[config.mk]
export PLATFORM = sky130hd
export DESIGN_NAME = pdfd_cmd_decode
export DESIGN_NICKNAME = d
export VERILOG_FILES = /design/src/design/pdfd_pkg.sv /design/src/design/pdfd_cmd_decode.sv
export SDC_FILE = /design/constraint.sdc
export NUM_CORES = 1
export LEC_CHECK = 0
export ABC_AREA = 1
export BUFFER_PORTS_ARGS = -buffer_cell sky130_fd_sc_hd__buf_4
export CAP_MARGIN = 0
export CORE_ASPECT_RATIO = 0.9
export CORE_UTILIZATION = 42
export DETAILED_ROUTE_END_ITERATION = 8
export MAX_ROUTING_LAYER = met4
export PLACE_DENSITY = 0.79
export SLEW_MARGIN = 40
export SYNTH_ARGS = -nofsm -noshare
export SYNTH_HDL_FRONTEND = slang
export SYNTH_SLANG_ARGS = --single-unit
[constraint.sdc]
create_clock -name vclk -period 5.5
set_input_delay 0.55 -clock vclk [all_inputs]
set_output_delay 0.55 -clock vclk [all_outputs]
set_load 0.02 [all_outputs]
[src/design/pdfd_pkg.sv]
`timescale 1ns / 1ps
// ----------------------------------------------------------------------------
// Pelco-D frame decoder package
// Shared constants, codes and types of the frame decoder.
// ----------------------------------------------------------------------------
package pdfd_pkg;

  localparam logic [7:0]  SYNC_BYTE    = 8'hFF;
  localparam int unsigned FRAME_BYTES  = 7;
  localparam int unsigned BODY_BYTES   = FRAME_BYTES - 2;
  localparam int unsigned POS_W        = $clog2(FRAME_BYTES);

  localparam logic [7:0]  EXT_MIN_OP   = 8'h49;
  localparam logic [7:0]  HOME_DATA    = 8'h22;
  localparam logic [7:0]  FLIP_DATA    = 8'h21;
  localparam logic [7:0]  SPEED_TOP    = 8'h3F;
  localparam logic [7:0]  SPEED_TURBO  = 8'h40;

  localparam logic [7:0]  OWN_ADDRESS_RST   = 8'd1;
  localparam logic [15:0] PAN_MIN_RATE_RST  = 16'd500;
  localparam logic [15:0] PAN_MAX_RATE_RST  = 16'd12000;
  localparam logic [15:0] TILT_MIN_RATE_RST = 16'd500;
  localparam logic [15:0] TILT_MAX_RATE_RST = 16'd13000;

  // Division by 63 is done as a multiplication by ceil(2^28 / 63).
  localparam int unsigned RECIP_SHIFT = 28;
  localparam int unsigned SCALE_W     = 29;
  localparam logic [SCALE_W-1:0] RECIP_63 = 29'd4260881;

  typedef enum logic [2:0] {
    CFG_OWN_ADDRESS   = 3'd0,
    CFG_PAN_MIN_RATE  = 3'd1,
    CFG_PAN_MAX_RATE  = 3'd2,
    CFG_TILT_MIN_RATE = 3'd3,
    CFG_TILT_MAX_RATE = 3'd4
  } cfg_reg_e;

  typedef enum logic [1:0] {
    ST_ACCEPTED     = 2'd0,
    ST_BAD_CHECKSUM = 2'd1,
    ST_NOT_OURS     = 2'd2
  } status_e;

  typedef enum logic [5:0] {
    ACT_NONE          = 6'd0,
    ACT_SET_PRESET    = 6'd1,
    ACT_CLEAR_PRESET  = 6'd2,
    ACT_GO_HOME       = 6'd3,
    ACT_FLIP          = 6'd4,
    ACT_GOTO_PRESET   = 6'd5,
    ACT_SET_AUX       = 6'd6,
    ACT_CLEAR_AUX     = 6'd7,
    ACT_REMOTE_RESET  = 6'd8,
    ACT_ZONE_START    = 6'd9,
    ACT_ZONE_END      = 6'd10,
    ACT_CLEAR_SCREEN  = 6'd11,
    ACT_ALARM_ACK     = 6'd12,
    ACT_ZONE_SCAN_ON  = 6'd13,
    ACT_ZONE_SCAN_OFF = 6'd14,
    ACT_PATTERN_START = 6'd15,
    ACT_PATTERN_STOP  = 6'd16,
    ACT_RUN_PATTERN   = 6'd17,
    ACT_RESET_CAMERA  = 6'd18,
    ACT_AUTOFOCUS     = 6'd19,
    ACT_AUTO_IRIS     = 6'd20,
    ACT_BACKLIGHT     = 6'd21,
    ACT_AUTO_WB       = 6'd22,
    ACT_SHUTTER       = 6'd23,
    ACT_SET_ZERO      = 6'd24,
    ACT_SET_PAN_POS   = 6'd25,
    ACT_SET_TILT_POS  = 6'd26,
    ACT_SET_ZOOM_POS  = 6'd27,
    ACT_QUERY_PAN     = 6'd28,
    ACT_QUERY_TILT    = 6'd29,
    ACT_QUERY_ZOOM    = 6'd30,
    ACT_SET_MAG       = 6'd31,
    ACT_QUERY_MAG     = 6'd32,
    ACT_STOP          = 6'd33,
    ACT_UP_LEFT       = 6'd34,
    ACT_UP_RIGHT      = 6'd35,
    ACT_DOWN_LEFT     = 6'd36,
    ACT_DOWN_RIGHT    = 6'd37,
    ACT_PAN_LEFT      = 6'd38,
    ACT_PAN_RIGHT     = 6'd39,
    ACT_TILT_UP       = 6'd40,
    ACT_TILT_DOWN     = 6'd41,
    ACT_ZOOM_IN       = 6'd42,
    ACT_ZOOM_OUT      = 6'd43,
    ACT_FOCUS_FAR     = 6'd44,
    ACT_FOCUS_NEAR    = 6'd45,
    ACT_IRIS_OPEN     = 6'd46,
    ACT_IRIS_CLOSE    = 6'd47,
    ACT_CAMERA_ON     = 6'd48,
    ACT_CAMERA_OFF    = 6'd49,
    ACT_AUTO_SCAN_ON  = 6'd50,
    ACT_AUTO_SCAN_OFF = 6'd51
  } action_e;

  typedef struct packed {
    logic [7:0] addr;
    logic [7:0] cmd1;
    logic [7:0] cmd2;
    logic [7:0] data1;
    logic [7:0] data2;
    logic [7:0] csum;
  } frame_t;

  typedef struct packed {
    status_e     status;
    action_e     action;
    logic [7:0]  preset;
    logic [7:0]  aux;
    logic [15:0] position;
  } cmd_t;

  function automatic logic [SCALE_W-1:0] step_scale(input logic [5:0] speed);
    step_scale = SCALE_W'(speed) * RECIP_63;
  endfunction

endpackage

[src/design/pdfd_cmd_decode.sv]
`timescale 1ns / 1ps
// ----------------------------------------------------------------------------
// Pelco-D command decode
// Checks checksum and address of a frame and decodes its action, preset or
// aux id and position word.
// ----------------------------------------------------------------------------
module pdfd_cmd_decode
  import pdfd_pkg::*;
(
  input  frame_t     frame_i,
  input  logic [7:0] own_address_i,
  output cmd_t       cmd_o
);

  localparam logic [7:0] OP_SET_PRESET    = 8'h03;
  localparam logic [7:0] OP_CLEAR_PRESET  = 8'h05;
  localparam logic [7:0] OP_GOTO_PRESET   = 8'h07;
  localparam logic [7:0] OP_SET_AUX       = 8'h09;
  localparam logic [7:0] OP_CLEAR_AUX     = 8'h0B;
  localparam logic [7:0] OP_REMOTE_RESET  = 8'h0F;
  localparam logic [7:0] OP_ZONE_START    = 8'h11;
  localparam logic [7:0] OP_ZONE_END      = 8'h13;
  localparam logic [7:0] OP_CLEAR_SCREEN  = 8'h17;
  localparam logic [7:0] OP_ALARM_ACK     = 8'h19;
  localparam logic [7:0] OP_ZONE_SCAN_ON  = 8'h1B;
  localparam logic [7:0] OP_ZONE_SCAN_OFF = 8'h1D;
  localparam logic [7:0] OP_PATTERN_START = 8'h1F;
  localparam logic [7:0] OP_PATTERN_STOP  = 8'h21;
  localparam logic [7:0] OP_RUN_PATTERN   = 8'h23;
  localparam logic [7:0] OP_RESET_CAMERA  = 8'h29;
  localparam logic [7:0] OP_AUTOFOCUS     = 8'h2B;
  localparam logic [7:0] OP_AUTO_IRIS     = 8'h2D;
  localparam logic [7:0] OP_BACKLIGHT     = 8'h31;
  localparam logic [7:0] OP_AUTO_WB       = 8'h33;
  localparam logic [7:0] OP_SHUTTER       = 8'h37;
  localparam logic [7:0] OP_SET_ZERO      = 8'h49;
  localparam logic [7:0] OP_SET_PAN_POS   = 8'h4B;
  localparam logic [7:0] OP_SET_TILT_POS  = 8'h4D;
  localparam logic [7:0] OP_SET_ZOOM_POS  = 8'h4F;
  localparam logic [7:0] OP_QUERY_PAN     = 8'h51;
  localparam logic [7:0] OP_QUERY_TILT    = 8'h53;
  localparam logic [7:0] OP_QUERY_ZOOM    = 8'h55;
  localparam logic [7:0] OP_SET_MAG       = 8'h5F;
  localparam logic [7:0] OP_QUERY_MAG     = 8'h61;

  logic [7:0] c1;
  logic [7:0] c2;
  logic [7:0] sum;
  logic       extended;
  action_e    std_act;

  assign c1  = frame_i.cmd1;
  assign c2  = frame_i.cmd2;
  assign sum = frame_i.addr + c1 + c2 + frame_i.data1 + frame_i.data2;
  assign extended = (c1 == 8'h00) && (c2 != 8'h00) && (c2[0] || (c2 >= EXT_MIN_OP));

  always_comb begin
    std_act = ACT_NONE;
    if (c2[2] && c2[3]) begin
      std_act = ACT_UP_LEFT;
    end else if (c2[1] && c2[3]) begin
      std_act = ACT_UP_RIGHT;
    end else if (c2[2] && c2[4]) begin
      std_act = ACT_DOWN_LEFT;
    end else if (c2[1] && c2[4]) begin
      std_act = ACT_DOWN_RIGHT;
    end else if (c2[2]) begin
      std_act = ACT_PAN_LEFT;
    end else if (c2[1]) begin
      std_act = ACT_PAN_RIGHT;
    end else if (c2[3]) begin
      std_act = ACT_TILT_UP;
    end else if (c2[4]) begin
      std_act = ACT_TILT_DOWN;
    end else if (c2[5]) begin
      std_act = ACT_ZOOM_IN;
    end else if (c2[6]) begin
      std_act = ACT_ZOOM_OUT;
    end else if (c2[7]) begin
      std_act = ACT_FOCUS_FAR;
    end else if (c1[1]) begin
      std_act = ACT_FOCUS_NEAR;
    end else if (c1[2]) begin
      std_act = ACT_IRIS_OPEN;
    end else if (c1[3]) begin
      std_act = ACT_IRIS_CLOSE;
    end else if (c1[4]) begin
      std_act = c1[7] ? ACT_CAMERA_ON : ACT_CAMERA_OFF;
    end else if (c1[5]) begin
      std_act = c1[7] ? ACT_AUTO_SCAN_ON : ACT_AUTO_SCAN_OFF;
    end
  end

  always_comb begin
    cmd_o          = '0;
    cmd_o.status   = ST_ACCEPTED;
    cmd_o.action   = ACT_NONE;
    if (sum != frame_i.csum) begin
      cmd_o.status = ST_BAD_CHECKSUM;
    end else if ((frame_i.addr != own_address_i) && (frame_i.addr != 8'h00)) begin
      cmd_o.status = ST_NOT_OURS;
    end else if (extended) begin
      cmd_o.position = {frame_i.data1, frame_i.data2};
      case (c2)
        OP_SET_PRESET: begin
          cmd_o.action = ACT_SET_PRESET;
          cmd_o.preset = frame_i.data2;
        end
        OP_CLEAR_PRESET: begin
          cmd_o.action = ACT_CLEAR_PRESET;
          cmd_o.preset = frame_i.data2;
        end
        OP_GOTO_PRESET: begin
          if (frame_i.data2 == HOME_DATA) begin
            cmd_o.action = ACT_GO_HOME;
          end else if (frame_i.data2 == FLIP_DATA) begin
            cmd_o.action = ACT_FLIP;
          end else begin
            cmd_o.action = ACT_GOTO_PRESET;
            cmd_o.preset = frame_i.data2;
          end
        end
        OP_SET_AUX: begin
          cmd_o.action = ACT_SET_AUX;
          cmd_o.aux    = frame_i.data2;
        end
        OP_CLEAR_AUX: begin
          cmd_o.action = ACT_CLEAR_AUX;
          cmd_o.aux    = frame_i.data2;
        end
        OP_REMOTE_RESET: cmd_o.action = ACT_REMOTE_RESET;
        OP_ZONE_START: begin
          cmd_o.action = ACT_ZONE_START;
          cmd_o.aux    = frame_i.data2;
        end
        OP_ZONE_END: begin
          cmd_o.action = ACT_ZONE_END;
          cmd_o.aux    = frame_i.data2;
        end
        OP_CLEAR_SCREEN: cmd_o.action = ACT_CLEAR_SCREEN;
        OP_ALARM_ACK: begin
          cmd_o.action = ACT_ALARM_ACK;
          cmd_o.aux    = frame_i.data2;
        end
        OP_ZONE_SCAN_ON:  cmd_o.action = ACT_ZONE_SCAN_ON;
        OP_ZONE_SCAN_OFF: cmd_o.action = ACT_ZONE_SCAN_OFF;
        OP_PATTERN_START: begin
          cmd_o.action = ACT_PATTERN_START;
          cmd_o.preset = frame_i.data2;
        end
        OP_PATTERN_STOP: cmd_o.action = ACT_PATTERN_STOP;
        OP_RUN_PATTERN: begin
          cmd_o.action = ACT_RUN_PATTERN;
          cmd_o.preset = frame_i.data2;
        end
        OP_RESET_CAMERA:  cmd_o.action = ACT_RESET_CAMERA;
        OP_AUTOFOCUS:     cmd_o.action = ACT_AUTOFOCUS;
        OP_AUTO_IRIS:     cmd_o.action = ACT_AUTO_IRIS;
        OP_BACKLIGHT:     cmd_o.action = ACT_BACKLIGHT;
        OP_AUTO_WB:       cmd_o.action = ACT_AUTO_WB;
        OP_SHUTTER:       cmd_o.action = ACT_SHUTTER;
        OP_SET_ZERO:      cmd_o.action = ACT_SET_ZERO;
        OP_SET_PAN_POS:   cmd_o.action = ACT_SET_PAN_POS;
        OP_SET_TILT_POS:  cmd_o.action = ACT_SET_TILT_POS;
        OP_SET_ZOOM_POS:  cmd_o.action = ACT_SET_ZOOM_POS;
        OP_QUERY_PAN:     cmd_o.action = ACT_QUERY_PAN;
        OP_QUERY_TILT:    cmd_o.action = ACT_QUERY_TILT;
        OP_QUERY_ZOOM:    cmd_o.action = ACT_QUERY_ZOOM;
        OP_SET_MAG:       cmd_o.action = ACT_SET_MAG;
        OP_QUERY_MAG:     cmd_o.action = ACT_QUERY_MAG;
        default:          cmd_o.action = ACT_NONE;
      endcase
    end else if ((c1 == 8'h00) && (c2 == 8'h00)) begin
      cmd_o.action = ACT_STOP;
    end else begin
      cmd_o.action = std_act;
    end
  end

endmodule

Word-level counts from Yosys, hierarchy flattened
Index checks and enable logic that the tools add are counted.
Widths: inputs -> output; s select.
{ "classes": {"add_sub_neg": 4, "order_cmp": 1, "n_eq_ne": 34, "muxes": 32, "reduce_logical": 15} }
{ "ops": {"columns": ["cell", "count"], "rows": [
  ["$pmux 6 s30", 1],
  ["$mux 6", 18],
  ["$eq 8x6->1 const B", 10],
  ["$mux 38", 2],
  ["$eq 8x7->1 const B", 9],
  ["$eq 8x5->1 const B", 7],
  ["$add 8x8->8", 4],
  ["$mux 32", 1],
  ["$eq 8x4->1 const B", 3],
  ["$mux 8", 3],
  ["$eq 8x3->1 const B", 2],
  ["$logic_not 8->1", 2],
  ["$ne 8x8->1", 2],
  ["$pmux 8 s2", 1],
  ["$reduce_bool 8->1", 2],
  ["$eq 8x2->1 const B", 1],
  ["$ge 8x7->1 const B", 1],
  ["$logic_and 1x1->1", 8],
  ["$reduce_or 5->1", 1],
  ["$mux 2", 2],
  ["$reduce_or 4->1", 1],
  ["$mux 1", 3],
  ["$mux 3", 1],
  ["$logic_or 1x1->1", 1]
]} }
{ "word_totals": {"regBits": 0, "out_inout_bits": 40} }

Longest topological paths before layout
{ "depth": {"word_depth": 21, "mapped_depth": 20, "ltp_nobuf": 19} }

Worst setup path before layout
OpenSTA, ideal clock, no wires.
{ "synth_path": {"path_kind": "input -> output", "from": "in frame_i[9] in the netlist's numbering", "to": "out cmd_o[16] in the netlist's numbering", "t_arrival_ns": 3.974, "path_slack_ns": 0.976, "cell_stages": 15, "n_path_buf": 0, "path_cell_list": "fa_1 -> fa_1 -> fa_1 -> ha_1 -> inv_1 -> fa_1 -> inv_1 -> nand3_1 -> nand2_1 -> nand2_1 -> nand3b_1 -> nand2_2 -> nor3_4 -> nand3_1 -> nor2_1"} }
{ "synth_lines": {"columns": ["item", "line", "text"], "rows": [
  ["from (decl)", "pdfd_cmd_decode.sv:10", "input frame_t frame_i,"],
  ["to (decl)", "pdfd_cmd_decode.sv:12", "output cmd_t cmd_o"]
]} }

==> out/results.tsv <==
stage	metric	value	unit
route	# DRC	0	
clock_tree	cts hold-fix bufs	0	
route	initial DRC count	313	
critical_path	Slowest-stage cell, CP	fa_1	
logic_synthesis	Seq/Total Area, Yosys	0	%
critical_path	CP required	4.95	ns
finish	Seq. cell area	0	sq um
finish	clock buffer count	0	
pwr	Logic pwr share	100.0	%
critical_path	CP Class	in2out	
critical_path	Critical Path AT	4.53	ns
floorplan	Row Count	26	
pwr	overall power	506.5	uW
floorplan	CORE AREA	5693	sq um
route	met2 wire length	3772	microns
floorplan	die extent in y	74.81	microns
global_route	initial antenna violation count	0	
route	post-DR wirelength/cell	13.03	microns
pwr	Leak Pwr	1.849	nW
route	WL met3	731	microns
route	via/cell ratio	5.161	
logic_synthesis	most common cell in the synthesized netlist	nand2_1	
pwr	Power Density	155.7	nW/um^2
pwr	Sw Ratio	61.42	%
logic_synthesis	syn_nets	536	
global_route	largest net degree at the start of global routing	17	
clock_tree	Post-CTS Setup Inserts	0	
logic_synthesis	synthesized area	2474	sq um
hold_path	hold_sp	frame_i[16]	
critical_path	CP Max Fanout	16	
route	Top Layer Used	met4	
logic_synthesis	top cells by count, synth	nand2_1, nor2_1, inv_1, nand3_1, fa_1	
hold_path	Worst Hold Class	in2out	
global_route	GRT Total Usage	27.34	%
logic_synthesis	Distinct cells, synth	33	
route	wl on met1	3388	microns
timing	Final Max Tran Viols	0	
timing	final hold violations	0	
timing	Max Fclk	197.0	MHz
critical_path	worst path cell trace	buf_4 -> fa_1 -> fa_1 -> fa_1 -> ha_1 -> inv_1 -> fa_1 -> inv_1 -> nand3_1 -> nand2_1 -> nand2_1 -> nand3b_1 -> nand2_2 -> nor3_4 -> nand2_4 -> nor2_1 -> buf_4	
finish	area added between synthesis and finish	31.51	%
finish	share of post-route cells with drive strength above 1	25.87	%
place	worst slack, placed	0.4604	ns
logic_synthesis	post-synthesis cell count	452	
logic_synthesis	post-synth top area share	18.06	%
timing	worst slew pin tran	0.5729	ns
timing	Final period util	92.28	%
pwr	Flop pwr share	0	%
critical_path	CP Capture Point	cmd_o[35]	
critical_path	Startpoint Class	input port	
timing	worst relative slew slack	61.60	%
critical_path	Top cell by count, worst path	fa_1	
critical_path	Crit. End Element	output port	
pwr	Clock Power Share	0	%
flow_run	MaxCap Viol Count	0	
finish	ANT cells	0	
route	post-route ant nets	0	
route	via count	3174	
place	DPL Wire Length	7024	microns
timing	RSZ-0062 raised after global routing	false	
timing	TNS Setup	0	ns
pwr	P_int	195.4	uW
finish	fill count	618	
logic_synthesis	Syn Area/Cell	5.473	sq um
pwr	Net Switching	311.1	uW
floorplan	Ports	96	
logic_synthesis	Yosys warning count	0	
global_route	first-pass GRT wire length	13510	microns
timing	Hold WS	1.499	ns
clock_tree	# resized after CTS	0	
route	Total Wirelength	8014	microns
finish	Seq cells	0	
pwr	Max VDD drop	0.1333	mV
critical_path	Critical Path Source	frame_i[9]	
logic_synthesis	leading area contributor after synthesis	nand2_1	
route	Detailed Routing Iterations Pass 1	6	
floorplan	overall die width	82.90	microns
timing	Final min period	5.075	ns
place	dpl cells	615	
critical_path	delay of the slowest critical-path stage	0.54	ns
floorplan	Initial Utilization	43.45	%
place	Placer Congestion	1.046	
place	Port Buffers	96	
outcome	status	finished, final reports clean	
timing	final worst slack	0.4247	ns
global_route	grt total ovfl	0	
floorplan	Die Area	6201	sq um
logic_synthesis	Synth area leaders	nand2_1, fa_1, nor2_1	
global_route	vias in the first global route	2951	
finish	NumNets Final	631	
timing	Final setup violation count	0	
finish	Post-Layout Cell Count	615	
[cells by family after synthesis]
logic type	Yosys count	share of synthesized area (%)
compound gates	28	6.322
xor+xnor	7	2.479
fa+ha+maj	28	20.23
buf+inv	91	14.52
simple gates	298	56.45
[power groups by stage]
| stage | Clock [mW] | Combinational [mW] | Sequential, mW |
|---|---|---|---|
| 2_1_floorplan | 0 | 0.374 | 0 |
| 3_3_place_gp | 0 | 0.477 | 0 |
| 3_5_place_dp | 0 | 0.500 | 0 |
| 4_1_cts | 0 | 0.502 | 0 |
| 5_1_grt | 0 | 0.572 | 0 |
| 6_report | 0 | 0.506 | 0 |
[layer usage]
metal  up-vias  track usage [%]
li1       1589                -
met3        15            2.632
met1      1407            35.08
met5         -                -
met4         0            3.831
met2       163            48.54
[final cells by class]
type / instances / area (sq um) / share of cell area, %
tap: 70 / 87.58 / 2.692
multi-input combinational: 361 / 2115 / 65.00
inverter: 88 / 330.3 / 10.15
timing repair buffer: 96 / 720.7 / 22.15
[metrics by stage]
stage | instance area [sq um] | util, %
floorplan | 2474 | -
global placement | 3253 | 57.14
detailed placement | 3253 | 57.14
CTS | 3253 | 57.14
global route | 3253 | 57.14
finish | 3253 | 57.14
[worst max-delay path, delay by kind of cell]
kind	cells	cell delay (ns)
fa+ha+maj	5	2.17
buf+inv	4	0.50
simple gates	8	1.32
[worst min path at each step]
stage                 to  slack (ns)  cells past startpoint
6_report        cmd_o[8]        1.50                      4
5_1_grt         cmd_o[9]        1.52                      4
4_1_cts         cmd_o[8]        1.51                      4
3_5_place_dp    cmd_o[8]        1.51                      4
3_3_place_gp   cmd_o[14]        1.49                      4
2_1_floorplan  cmd_o[10]        1.25                      2
[cell usage in the layout (no fill, tap or decap), types with 14 or more instances in the layout]
cell type | Yosys | final
nand2_1 | 119 | 119
buf_4 | 0 | 96
nor2_1 | 78 | 78
inv_1 | 77 | 77
nand3_1 | 42 | 42
fa_1 | 20 | 20
o21ai_0 | 16 | 16
nand2_2 | 14 | 14
Power figures use the tool's default switching activity.
