$ cat src/design/pdfd_pkg.sv
`timescale 1ns / 1ps
// ----------------------------------------------------------------------------
// Pelco-D frame decoder package
// Shared constants, codes and types of the frame decoder.
// ----------------------------------------------------------------------------
package pdfd_pkg;

  localparam logic [7:0]  SYNC_BYTE    = 8'hFF;
  localparam int unsigned FRAME_BYTES  = 7;
  localparam int unsigned BODY_BYTES   = FRAME_BYTES - 2;
  localparam int unsigned POS_W        = $clog2(FRAME_BYTES);

  localparam logic [7:0]  EXT_MIN_OP   = 8'h49;
  localparam logic [7:0]  HOME_DATA    = 8'h22;
  localparam logic [7:0]  FLIP_DATA    = 8'h21;
  localparam logic [7:0]  SPEED_TOP    = 8'h3F;
  localparam logic [7:0]  SPEED_TURBO  = 8'h40;

  localparam logic [7:0]  OWN_ADDRESS_RST   = 8'd1;
  localparam logic [15:0] PAN_MIN_RATE_RST  = 16'd500;
  localparam logic [15:0] PAN_MAX_RATE_RST  = 16'd12000;
  localparam logic [15:0] TILT_MIN_RATE_RST = 16'd500;
  localparam logic [15:0] TILT_MAX_RATE_RST = 16'd13000;

  // Division by 63 is done as a multiplication by ceil(2^28 / 63).
  localparam int unsigned RECIP_SHIFT = 28;
  localparam int unsigned SCALE_W     = 29;
  localparam logic [SCALE_W-1:0] RECIP_63 = 29'd4260881;

  typedef enum logic [2:0] {
    CFG_OWN_ADDRESS   = 3'd0,
    CFG_PAN_MIN_RATE  = 3'd1,
    CFG_PAN_MAX_RATE  = 3'd2,
    CFG_TILT_MIN_RATE = 3'd3,
    CFG_TILT_MAX_RATE = 3'd4
  } cfg_reg_e;

  typedef enum logic [1:0] {
    ST_ACCEPTED     = 2'd0,
    ST_BAD_CHECKSUM = 2'd1,
    ST_NOT_OURS     = 2'd2
  } status_e;

  typedef enum logic [5:0] {
    ACT_NONE          = 6'd0,
    ACT_SET_PRESET    = 6'd1,
    ACT_CLEAR_PRESET  = 6'd2,
    ACT_GO_HOME       = 6'd3,
    ACT_FLIP          = 6'd4,
    ACT_GOTO_PRESET   = 6'd5,
    ACT_SET_AUX       = 6'd6,
    ACT_CLEAR_AUX     = 6'd7,
    ACT_REMOTE_RESET  = 6'd8,
    ACT_ZONE_START    = 6'd9,
    ACT_ZONE_END      = 6'd10,
    ACT_CLEAR_SCREEN  = 6'd11,
    ACT_ALARM_ACK     = 6'd12,
    ACT_ZONE_SCAN_ON  = 6'd13,
    ACT_ZONE_SCAN_OFF = 6'd14,
    ACT_PATTERN_START = 6'd15,
    ACT_PATTERN_STOP  = 6'd16,
    ACT_RUN_PATTERN   = 6'd17,
    ACT_RESET_CAMERA  = 6'd18,
    ACT_AUTOFOCUS     = 6'd19,
    ACT_AUTO_IRIS     = 6'd20,
    ACT_BACKLIGHT     = 6'd21,
    ACT_AUTO_WB       = 6'd22,
    ACT_SHUTTER       = 6'd23,
    ACT_SET_ZERO      = 6'd24,
    ACT_SET_PAN_POS   = 6'd25,
    ACT_SET_TILT_POS  = 6'd26,
    ACT_SET_ZOOM_POS  = 6'd27,
    ACT_QUERY_PAN     = 6'd28,
    ACT_QUERY_TILT    = 6'd29,
    ACT_QUERY_ZOOM    = 6'd30,
    ACT_SET_MAG       = 6'd31,
    ACT_QUERY_MAG     = 6'd32,
    ACT_STOP          = 6'd33,
    ACT_UP_LEFT       = 6'd34,
    ACT_UP_RIGHT      = 6'd35,
    ACT_DOWN_LEFT     = 6'd36,
    ACT_DOWN_RIGHT    = 6'd37,
    ACT_PAN_LEFT      = 6'd38,
    ACT_PAN_RIGHT     = 6'd39,
    ACT_TILT_UP       = 6'd40,
    ACT_TILT_DOWN     = 6'd41,
    ACT_ZOOM_IN       = 6'd42,
    ACT_ZOOM_OUT      = 6'd43,
    ACT_FOCUS_FAR     = 6'd44,
    ACT_FOCUS_NEAR    = 6'd45,
    ACT_IRIS_OPEN     = 6'd46,
    ACT_IRIS_CLOSE    = 6'd47,
    ACT_CAMERA_ON     = 6'd48,
    ACT_CAMERA_OFF    = 6'd49,
    ACT_AUTO_SCAN_ON  = 6'd50,
    ACT_AUTO_SCAN_OFF = 6'd51
  } action_e;

  typedef struct packed {
    logic [7:0] addr;
    logic [7:0] cmd1;
    logic [7:0] cmd2;
    logic [7:0] data1;
    logic [7:0] data2;
    logic [7:0] csum;
  } frame_t;

  typedef struct packed {
    status_e     status;
    action_e     action;
    logic [7:0]  preset;
    logic [7:0]  aux;
    logic [15:0] position;
  } cmd_t;

  function automatic logic [SCALE_W-1:0] step_scale(input logic [5:0] speed);
    step_scale = SCALE_W'(speed) * RECIP_63;
  endfunction

endpackage

$ cat src/design/pdfd_frame_assembler.sv
`timescale 1ns / 1ps
// ----------------------------------------------------------------------------
// Pelco-D frame assembler
// Collects received bytes into a frame and holds each complete frame until
// the decoder takes it.
// ----------------------------------------------------------------------------
module pdfd_frame_assembler
  import pdfd_pkg::*;
(
  input  logic       clk_i,
  input  logic       rst_ni,
  input  logic       accept_i,
  input  logic [7:0] rx_byte_i,
  input  logic       drain_i,
  output logic       frame_valid_o,
  output frame_t     frame_o
);

  logic [POS_W-1:0] pos_q, pos_d;
  logic [7:0]       body_q [BODY_BYTES];
  logic             valid_q, valid_d;
  frame_t           frame_q;
  logic             load;
  logic             store;
  logic [POS_W-1:0] slot;

  assign slot  = pos_q - POS_W'(1);
  assign store = accept_i && (rx_byte_i != SYNC_BYTE) && (pos_q != '0)
                 && (pos_q < POS_W'(FRAME_BYTES - 1));
  assign load  = accept_i && (rx_byte_i != SYNC_BYTE)
                 && (pos_q == POS_W'(FRAME_BYTES - 1));

  always_comb begin
    pos_d = pos_q;
    if (accept_i) begin
      if (rx_byte_i == SYNC_BYTE) begin
        pos_d = POS_W'(1);
      end else if (store) begin
        pos_d = pos_q + POS_W'(1);
      end else if (load) begin
        pos_d = '0;
      end
    end
  end

  always_comb begin
    valid_d = valid_q;
    if (load) begin
      valid_d = 1'b1;
    end else if (drain_i) begin
      valid_d = 1'b0;
    end
  end

  always_ff @(posedge clk_i or negedge rst_ni) begin
    if (!rst_ni) begin
      pos_q   <= '0;
      valid_q <= 1'b0;
    end else begin
      pos_q   <= pos_d;
      valid_q <= valid_d;
    end
  end

  always_ff @(posedge clk_i) begin
    for (int i = 0; i < BODY_BYTES; i++) begin
      if (store && (slot == POS_W'(i))) begin
        body_q[i] <= rx_byte_i;
      end
    end
    if (load) begin
      frame_q.addr  <= body_q[0];
      frame_q.cmd1  <= body_q[1];
      frame_q.cmd2  <= body_q[2];
      frame_q.data1 <= body_q[3];
      frame_q.data2 <= body_q[4];
      frame_q.csum  <= rx_byte_i;
    end
  end

  assign frame_valid_o = valid_q;
  assign frame_o       = frame_q;

endmodule

$ cat config.mk
export PLATFORM = sky130hd
export DESIGN_NAME = pdfd_frame_assembler
export DESIGN_NICKNAME = d
export VERILOG_FILES = /design/src/design/pdfd_pkg.sv /design/src/design/pdfd_frame_assembler.sv
export SDC_FILE = /design/constraint.sdc
export NUM_CORES = 1
export LEC_CHECK = 0
export BUFFER_PORTS_ARGS = -buffer_cell sky130_fd_sc_hd__buf_2
export CORE_MARGIN = 2
export CORE_UTILIZATION = 35
export CTS_CLUSTER_SIZE = 10
export DETAILED_ROUTE_END_ITERATION = 8
export PLACE_DENSITY = 0.6
export SYNTH_ARGS = -nofsm -noshare
export SYNTH_HDL_FRONTEND = slang
export SYNTH_SLANG_ARGS = --single-unit
$ cat constraint.sdc
create_clock -name clk_i -period 3.8 [get_ports clk_i]
set_clock_uncertainty 0.1 [all_clocks]
set_input_delay 0.76 -clock clk_i [delete_from_list [all_inputs] [get_ports clk_i]]
set_output_delay 0.76 -clock clk_i [all_outputs]
set_load 0.005 [all_outputs]
# ---- Word level (Yosys, flattened, before mapping)
# Memory sizes are Yosys's and may differ from the RTL's. A register that Yosys moved wholly into a read port is not among the register bits.
# Index checks and enable logic that the tools add are counted.
dict set report word_totals {
  reg_bits 12
  ramBits 40
  in_bits 12
  output_inout_bits 49
  elab_cells 59
  mem_count 1
}
dict set report classes {
  n_addsub 2
  n_lt_le_gt_ge 1
  eq_ne 7
  n_mux 27
  reduce_logical 18
}
# memory words word_bits rd rd_clocked_by_memory_dff write_ports line
set mem_list {}
lappend mem_list {body_q 5 8 5 5 1 pdfd_frame_assembler.sv:20} ;# logic [7:0] body_q [BODY_BYTES];
# cell n
set ops {}
lappend ops {{$mux 8} 4}
lappend ops {{$reduce_or 8->1} 4}
lappend ops {{$mux 3} 7}
lappend ops {{$mux 1} 16}
lappend ops {{$logic_and 1x1->1} 9}
lappend ops {{$eq 8x8->1 const B} 1}
lappend ops {{$ne 8x8->1 const B} 1}
lappend ops {{$eq 3x2->1 const B} 2}
lappend ops {{$eq 3x3->1 const B} 2}
lappend ops {{$reduce_bool 3->1} 2}
lappend ops {{$add 3x1->3 const B} 1}
lappend ops {{$eq 3x1->1 const B} 1}
lappend ops {{$logic_not 3->1} 1}
lappend ops {{$lt 3x3->1 const B} 1}
lappend ops {{$sub 3x1->3 const B} 1}
lappend ops {{$reduce_and 2->1} 1}
lappend ops {{$reduce_bool 2->1} 1}

# ---- Longest topological paths before layout
# Gate-level depths: netlist (run 1).
dict set report depth {
  depth_word 12
  ltp_mapped 6
  mapped_depth_nobuf 6
}

# ---- Worst setup path before layout (run 1)
# OpenSTA, ideal clock, no wires.
dict set report synth_path {
  path_type {input-to-reg}
  start {input port rx_byte_i[0]}
  end {register frame_q (netlist bit frame_o[0]) (enable)}
  setup_time_ns 0.454
  arrival_time_ns 3.000
  required_time_ns 3.246
  path_slack_ns 0.247
  cell_stages 3
  path_buffers 0
  cell_sequence {nand4_1 -> nor2_2 -> nor2_1}
}
dict set report synth_between {
  elab_chain_len 3
}
# element line
set synth_lines {}
lappend synth_lines {{from (decl)} pdfd_frame_assembler.sv:13} ;# input logic [7:0] rx_byte_i,
lappend synth_lines {{$ne 8x8->1} pdfd_frame_assembler.sv:30} ;# assign load = accept_i && (rx_byte_i != SYNC_BYTE)
lappend synth_lines {{$logic_and 1x1->1} pdfd_frame_assembler.sv:30}
lappend synth_lines {{$logic_and 1x1->1} pdfd_frame_assembler.sv:31} ;# && (pos_q == POS_W'(FRAME_BYTES - 1));
lappend synth_lines {{net load} pdfd_frame_assembler.sv:23} ;# logic load;
lappend synth_lines {{to (decl)} pdfd_frame_assembler.sv:22} ;# frame_t frame_q;
# The timed path passes the listed nets, and every way through them passes these cells.
# A chain may end at the register's enable or synchronous reset.

# ---- Final worst setup path (run 1)
dict set report layout_path {
  start {register pos_q[1]}
  end {memory body_q[4][1] (netlist: body_q[0][33]) (enable)}
}
dict set report layout_between {
  elab_chain_len 11
  elab_cells_between_ends 37
  classes_between {1 x add/sub; 1 x order compare; 4 x eq/ne; 18 x mux; 13 x reduce/logical}
}
# element line
set layout_lines {}
lappend layout_lines {{from (decl)} pdfd_frame_assembler.sv:19} ;# logic [POS_W-1:0] pos_q, pos_d;
lappend layout_lines {{from (signal assigned)} pdfd_frame_assembler.sv:60} ;# pos_q <= pos_d;
lappend layout_lines {{parallel branches: the longest is 11 deep, another holds $sub 3x1->3} --}
lappend layout_lines {{to (decl)} pdfd_frame_assembler.sv:20}
# Several ways; the timed one is not identified.

==> results summary, run 1 <==
The clock slew seen by the registers of the worst setup and hold paths is approximately 90 ps. The cell depth of the worst setup path is 5. The synthesized instance count came out at ~130.

Among all stages on the critical path, the largest delay is contributed by sky130_fd_sc_hd__nor2_1. The final weighted congestion of routability-driven global placement came out at around 0.77. The minimum setup slack after placement is roughly 1200 ps.

The tightest min-delay check is of the in2async type. The area of the placeable core came out at just over 0.008 mm². In the post-synthesis netlist, the biggest area contributors are sky130_fd_sc_hd__edfxtp_1 87%, sky130_fd_sc_hd__dfrtp_1 3.3%, sky130_fd_sc_hd__ha_1 2.9%.

The ratio of total power to cell area came out at around 570 mW/mm². The number of port buffers came out at 60. On the critical path the largest part of the delay comes from simple AND/OR/NAND/NOR gates. Following the worst setup path forward leads to its endpoint at body_q[0][33]. The largest net degree at the start of global routing is 27. The post-placement cell area came out at approximately 0.0035 mm². The sequential area share after synthesis is about nine tenths. The count of flip-flops with a built-in enable after synthesis came out at slightly below 90.

The die is between 90 and 100 µm tall. The number of DRC violations after detailed-routing iteration 0 came out at 56. The number of buffers added by the clock tree synthesis step is 9. The total global routing track utilization came out at between 10 and 15%. The filler cell count came out at 704. sky130_fd_sc_hd__edfxtp_1 is the most common cell in the netlist.

The aggregate global routing overflow is 0. The post-route setup TNS is 0 ps. The highest cell delay on the worst timing path is approximately 790 ps. For this block, wires on met1 add up to about 2.3 mm. The proportion of register bits with asynchronous set or reset after synthesis is between 4 and 5%.

Counting instances in the post-synthesis netlist gives the leading cell types as 88 x sky130_fd_sc_hd__edfxtp_1, 7 x sky130_fd_sc_hd__ha_1, 6 x sky130_fd_sc_hd__inv_1. The HPWL after detailed placement is between 3 and 4 mm. The initial antenna violation count is 0. The startpoint of the most critical setup path is pos_q[1]. After synthesis, the mean cell area works out to between 20 and 25 µm².

The peak clock frequency supported by timing is ~400 MHz. The largest fanout on the critical path is 9. The routed length on met2 is around 2.2 mm. In this run the core area contains 33 standard-cell rows. For this design the top-level I/O count stands at a little over 60.

In this run the critical register-to-register path is captured at body_q[0][33]. The final worst setup slack came out at 1330 ps. The die covers about 0.0094 mm². The number of global-route vias before repair is about 1400.

Counting flops and latches in the post-synthesis netlist gives 92. The detail route stage leaves a number of antenna-violating nets equal to 0. The TritonCTS clock tree is done. The run finished with clean final reports. The multi-input combinational cell area came out at 264 µm².

The synthesized design spends more area on one cell type than any other, namely sky130_fd_sc_hd__edfxtp_1. The initial core utilization came out at between 30 and 40%. The depth of the worst register-to-register path came out at 5.

The routed wire length is 4.92 mm. The reported leakage power is 1.34 nW. The largest voltage drop on the vdd net came out at about 270 µV. The via count of the routed design is between 1000 and 1500. The number of max-cap violations is 0. The area added between synthesis and finish is 22.8%.

Setup repair after global routing left no endpoint under its margin. Measured against its own limit, the worst slew margin works out to between 30% and 40%. The prevailing post-synth register cell is sky130_fd_sc_hd__edfxtp_1. The horizontal die dimension came out at between 90 and 100 µm. The number of setup buffers added after CTS came out at 0.

The number of H-tree levels came out at 3. Before antenna repair, the detailed router went through 4 iterations. The internal reg-to-reg setup slack came out at 1330 ps.

The detailed router used layers up to and including met4. The count of hold buffers inserted by post-cts repair is 0. The finished layout cell area came out at around 0.0037 mm². The repair_antennas step left the layout with diodes totalling 0. After synthesis, the netlist uses 20 different library cells. The proportion of netlist area held by the largest area contributor is 87.5%. The clock passes through at most 2 buffers.

The latest clock arrival within the worst-skew pair is ~360 ps. Detailed routing placed a total of between 300 and 400 µm of wire on met3. The final routed wire length divided by cell count came out at ~16 µm. Registers take 0.00274 mm². Dividing the detail-routed via count by the number of cells gives between 4 and 5. The worst setup path is of the reg2reg kind. Clock tree synthesis selected as its root buffer the cell sky130_fd_sc_hd__clkbuf_8.

For the pin with the worst max-slew slack, the measured transition is 945 ps. The net count after synthesis is roughly 150. Setup violations remaining at the end of the flow were counted as 0. The proportion of layout cells with a drive suffix above 1 came out at 41.9%. The number of buffer and inverter instances along the worst setup path came out at 1. The post-detailed-route DRC marker count is 0. The worst setup path is captured at a register. STA classifies the critical path startpoint as a register.

The startpoint identified for the worst register-to-register timing path is pos_q[1]. The final count of hold timing violations is 0. The net count of the finished layout is around 220. The count of synthesis-stage warnings from yosys came out at 0. The worst path uses approximately two thirds of the clock period. The global-route wire length before repair is roughly 7.7 mm. The arrival time reported for the critical path endpoint is approximately 2400 ps.

The time the final worst path needs with I/O delays and setup is 2470 ps. The number of gates given a new drive strength after cts is 0. The signal on the critical path passes through inv_1 -> ha_1 -> mux2i_1 -> o211ai_2 -> nor2_1. The number of pins exceeding their max-slew limit in the final report came to 0. The number of sinks on the clock net is just over 90. The post-synthesis instance area is just over 0.003 mm².

The worst path required time came out at ~3700 ps.
## worst register-to-register path, cell delays in order (launching register included)
cell	delay [ps]
sky130_fd_sc_hd__dfrtp_1	480
sky130_fd_sc_hd__inv_1	120
sky130_fd_sc_hd__ha_1	210
sky130_fd_sc_hd__mux2i_1	170
sky130_fd_sc_hd__o211ai_2	240
sky130_fd_sc_hd__nor2_1	790
## layout make-up
class | instances | share of cell area (%)
Sequential cell | 92 | 73.9
Timing Repair Buffer | 66 | 9.65
Inverter | 6 | 0.607
Clock buffer | 9 | 3.34
Clock inverter | 7 | 1.82
Tap cell | 105 | 3.54
Multi-Input combinational cell | 30 | 7.12
## state kept, by name (all words and copies together), names as in the netlist
| name | count |
|---|---|
| frame_valid_o | 1 |
| frame_o | 48 |
| body_q | 40 |
| pos_q | 3 |
## how the worst min path moves through the flow
stage | from | endpoint | cells after the start
2_1_floorplan | body_q[0][34] | frame_o[10] | 0
3_3_place_gp | body_q[0][0] | frame_o[40] | 0
3_5_place_dp | body_q[0][37] | frame_o[13] | 0
4_1_cts | rst_ni | pos_q[1] | 1
5_1_grt | rst_ni | pos_q[1] | 1
6_report | rst_ni | pos_q[1] | 1
## routing by layer
metal  GRT usage (%)  up-vias
li1                -      660
met1            15.0      682
met2            15.7       53
met3            3.47       10
met4            6.18        0
met5               0        -
## kinds of logic after synthesis
kind of cell	synth area share [%]
and+or+nand+nor	2.82
muxes	0.331
buffers and inverters	0.745
adders and majority gates	2.90
DFF	90.8
AOI/OAI and AO/OA	2.44
## stage by stage
stage,power (mW),hold slack (ps),util [%],instances
6_report,2.13,90.6,44.7,315
5_1_grt,2.23,78.5,44.7,315
3_5_place_dp,1.55,305,42.4,299
2_1_floorplan,1.44,300,-,128
4_1_cts,2.16,73.7,44.7,315
3_3_place_gp,1.55,303,42.4,299
## cell usage in the layout, fill, tap and decap left out
cell type	n
sky130_fd_sc_hd__o211ai_2	1
sky130_fd_sc_hd__inv_6	3
sky130_fd_sc_hd__nand2_1	2
sky130_fd_sc_hd__o2bb2ai_1	1
sky130_fd_sc_hd__inv_1	6
sky130_fd_sc_hd__o22ai_1	1
sky130_fd_sc_hd__edfxtp_1	88
sky130_fd_sc_hd__nand4_2	1
sky130_fd_sc_hd__a2bb2oi_1	1
sky130_fd_sc_hd__nor3b_1	4
sky130_fd_sc_hd__nor2_2	2
sky130_fd_sc_hd__nand3_1	1
sky130_fd_sc_hd__buf_12	1
sky130_fd_sc_hd__ha_1	7
sky130_fd_sc_hd__a21o_1	1
sky130_fd_sc_hd__nand4_1	1
sky130_fd_sc_hd__nor2_1	2
sky130_fd_sc_hd__nor2_4	1
sky130_fd_sc_hd__o21ai_1	1
sky130_fd_sc_hd__buf_4	5
sky130_fd_sc_hd__clkinvlp_4	1
sky130_fd_sc_hd__clkbuf_8	9
sky130_fd_sc_hd__a221o_1	1
sky130_fd_sc_hd__buf_2	60
sky130_fd_sc_hd__clkinv_4	2
sky130_fd_sc_hd__clkinv_8	1
sky130_fd_sc_hd__mux2i_1	1
sky130_fd_sc_hd__dfrtp_1	4
sky130_fd_sc_hd__o221ai_2	1
## power breakdown
group / internal (mW) / switching [mW] / total (mW) / leakage (nW)
Combinational: 0.104 / 0.158 / 0.262 / 0.397
Clock: 0.252 / 0.351 / 0.602 / 0.0936
Sequential: 1.22 / 0.0453 / 1.26 / 0.845
(Power assumes the default switching activity.)
==> run 2: changes to the inputs <==
--- a/config.mk
+++ b/config.mk
@@ -10,7 +10,7 @@
 export CORE_UTILIZATION = 35
 export CTS_CLUSTER_SIZE = 10
 export DETAILED_ROUTE_END_ITERATION = 8
-export PLACE_DENSITY = 0.6
+export PLACE_DENSITY = 0.62
 export SYNTH_ARGS = -nofsm -noshare
 export SYNTH_HDL_FRONTEND = slang
 export SYNTH_SLANG_ARGS = --single-unit
==> constraint.sdc (replaced) <==
create_clock -name clk_i -period 2.1 [get_ports clk_i]
set_clock_uncertainty 0.1 [all_clocks]
set_input_delay 0.42 -clock clk_i [delete_from_list [all_inputs] [get_ports clk_i]]
set_output_delay 0.42 -clock clk_i [all_outputs]
set_load 0.005 [all_outputs]
==> run 2 against run 1 <==
- core utilization grew 0.71 points
- power is 84% higher
- clock power up 83%
- worst hold slack improved by 71 ps
- critical path depth increased by 1
- die area unchanged
- highest routed layer unchanged
==> results summary, run 2 (same netlist as run 1, synthesis figures left out) <==
The flow ran to the end, and the final reports show no timing, DRC or antenna violations. The largest fanout on the critical path is 9. On the final layout, the worst hold slack is 161 ps.

The routed design has between 4 and 5 mm of wire. The residual antenna-violating net count after detailed routing came out at 0. The number of buffers added by the clock tree synthesis step came out at 9. The internal reg-to-reg setup slack came out at roughly 170 ps. The latest clock arrival within the worst-skew pair is about 340 ps. The overall power of the completed layout came out at around 3.9 mW. The clock network power share is 28.3%. The number of port buffers is 60. The first detailed-routing pass took 4 iterations.

The commonest non-fill, non-tap cell in the layout is sky130_fd_sc_hd__edfxtp_1. The net switching power is roughly 1.0 mW. From synthesis to final layout, the design area changed by 24.7%.

The largest net degree at the start of global routing is 31. The critical path in this run is classified as reg2reg. The buffer levels on the longest clock path came out at 2. The net count of the finished layout came out at approximately 230. The via count normalized by instance count is approximately 4.4. The final worst setup slack is approximately 170 ps. The chip height is ~97 µm.

Of the total power, registers draw ~58%. In the final layout, the share of cells above drive strength 1 is around 45%. The clock tree root driver cell is sky130_fd_sc_hd__clkbuf_8. For hold timing, the worst endpoint is frame_valid_o. The design internal power is a little under 3 mW. The reported leakage power came out at 1.38 nW. The number of sinks on the clock net came out at slightly above 90. The number of pins exceeding their max-slew limit in the final report came out at 0.

The normalized max-slew margin is ~74%. In this run the critical register-to-register path is launched from pos_q[0]. The worst path required time is a little over 2000 ps. The total I/O pin count came out at a little over 60.

The time the final worst path needs with I/O delays and setup came out at between 1500 and 2000 ps. The final count of hold timing violations is 0. The congestion estimate from routability-driven global placement came to between 0.6 and 0.7. The number of H-tree levels came out at 3. In this run the most critical hold path is launched from drain_i.

The number of DRC violations after detailed-routing iteration 0 came out at 59. The first global-routing pass estimated between 7 and 8 mm of wire. Combinational logic burns between 10% and 20% of the power.

The number of global-route vias before repair is about 1400. The number of standard-cell rows in the floorplan came out at 33. The transition at the pin with the smallest max-transition slack came out at between 300 and 400 ps. The area of the placeable core is approximately 0.0083 mm².

After routing the design area is around 0.0038 mm². The final routed wire length divided by cell count came out at ~15 µm. In this run the critical register-to-register path is captured at body_q[0][23]. The switching fraction of total power is between 20% and 30%. The register with the most flip-flops in the layout has 48 of them.

The class of the worst hold path is in2reg. The library cells used most frequently in the layout, excluding fill and tap cells, are 88 x sky130_fd_sc_hd__edfxtp_1, 60 x sky130_fd_sc_hd__buf_2, 12 x sky130_fd_sc_hd__buf_4, 9 x sky130_fd_sc_hd__clkbuf_8, 7 x sky130_fd_sc_hd__ha_1. Before CTS, the worst setup slack after placement is between 90 and 100 ps. Once the floorplan was initialized, standard cells occupied between 30% and 40% of the core. After clock tree synthesis, the setup repair step added 0 buffers. The worst setup path is captured at a register. The worst setup path is launched from a register. The period utilization came out at approximately nine tenths. The number of endpoints failing setup at the final stage is 0. TritonCTS built the clock tree. Setup repair after global routing left no endpoint under its margin.

Counting the fill cells in the layout gives 711. The aggregate global routing overflow came out at 0. The diode insertion count for antenna repair came out at 0. The die is between 90 and 100 µm wide.

In the routed design, unresolved DRC markers number 0. The initial antenna violation count is 0. STA puts the critical path data arrival time at approximately 1900 ps. The via count of the routed design is approximately 1400.

After clock tree synthesis, the clock-pin slew on the worst setup and hold paths is 90 ps. The die area came out at about 0.0094 mm². The depth of the worst register-to-register path is 6. The worst hold path stage count is 2.

The ratio of total power to cell area is roughly 1000 mW/mm². Across the run, the number of max-cap violations was 0. The largest voltage drop on the vdd net is around 440 µV. The total global routing track utilization is a little over a tenth.

The post-placement cell area is roughly 0.0036 mm². The HPWL after detailed placement came out at approximately 3.4 mm. The post-route setup TNS came out at 0 ps. The peak clock frequency supported by timing is 519 MHz.
==> run 2: changes by cell type in the layout (fill, tap and decap cells not counted), sizes merged <==
cell	change
clkinvlp	-1
dlygate4sd3	+1
buf	+6
inv	+1
==> run 2: how the worst max path moves through the flow <==
stage	slack, ps	from	to
after floorplan	-170	pos_q[0]	body_q[0][0]
after global placement	140	pos_q[0]	body_q[0][17]
after detailed placement	100	pos_q[0]	body_q[0][17]
after CTS	80	pos_q[0]	body_q[0][3]
after global routing	30	pos_q[0]	body_q[0][16]
final	170	pos_q[0]	body_q[0][23]
==> run 2: per-stage QoR <==
step	cells	utilization, %
finish	322	45.4
global route	322	45.4
CTS	322	45.2
floorplan	128	-
global placement	305	42.8
detailed placement	305	42.8
==> run 2: worst max-delay path: stages (launching register included) <==
cell and delay, ps:
sky130_fd_sc_hd__dfrtp_2 410, sky130_fd_sc_hd__inv_1 100, sky130_fd_sc_hd__ha_1 230, sky130_fd_sc_hd__mux2i_2 200
sky130_fd_sc_hd__o211ai_4 160, sky130_fd_sc_hd__nor3b_1 230, sky130_fd_sc_hd__buf_4 210
==> run 2: layout make-up <==
type	instances	area, µm²	share of cell area, %
clock inverter	7	65.1	1.73
tap	105	131	3.49
sequential	92	2740	72.8
multi-input combinational	30	282	7.47
clock buffer	9	124	3.29
timing repair buffer	73	400	10.6
inverter	6	22.5	0.598
==> run 2: repair_timing <==
item	4_1_cts	5_1_grt
endpoints found under the hold margin	4	0
gates resized for setup	0	3
hold buffers	1	0
endpoints found under the setup margin	0	25
==> run 2: power groups by stage <==
stage	registers, mW	clock network (mW)	logic [mW]
global route	2.29	1.21	0.601
finish	2.27	1.10	0.535
detailed placement	2.31	0	0.517
global placement	2.31	0	0.508
CTS	2.27	1.14	0.521
floorplan	2.31	0	0.291
==> run 2: routing by layer <==
metal  track usage [%]  vias up  share of wire [%]
li1                  -      672                  -
met1              14.7      684                 47
met2              15.4       58                 45
met3              3.54       10                6.1
met4              5.53        0                2.5
met5                 0        -                  0
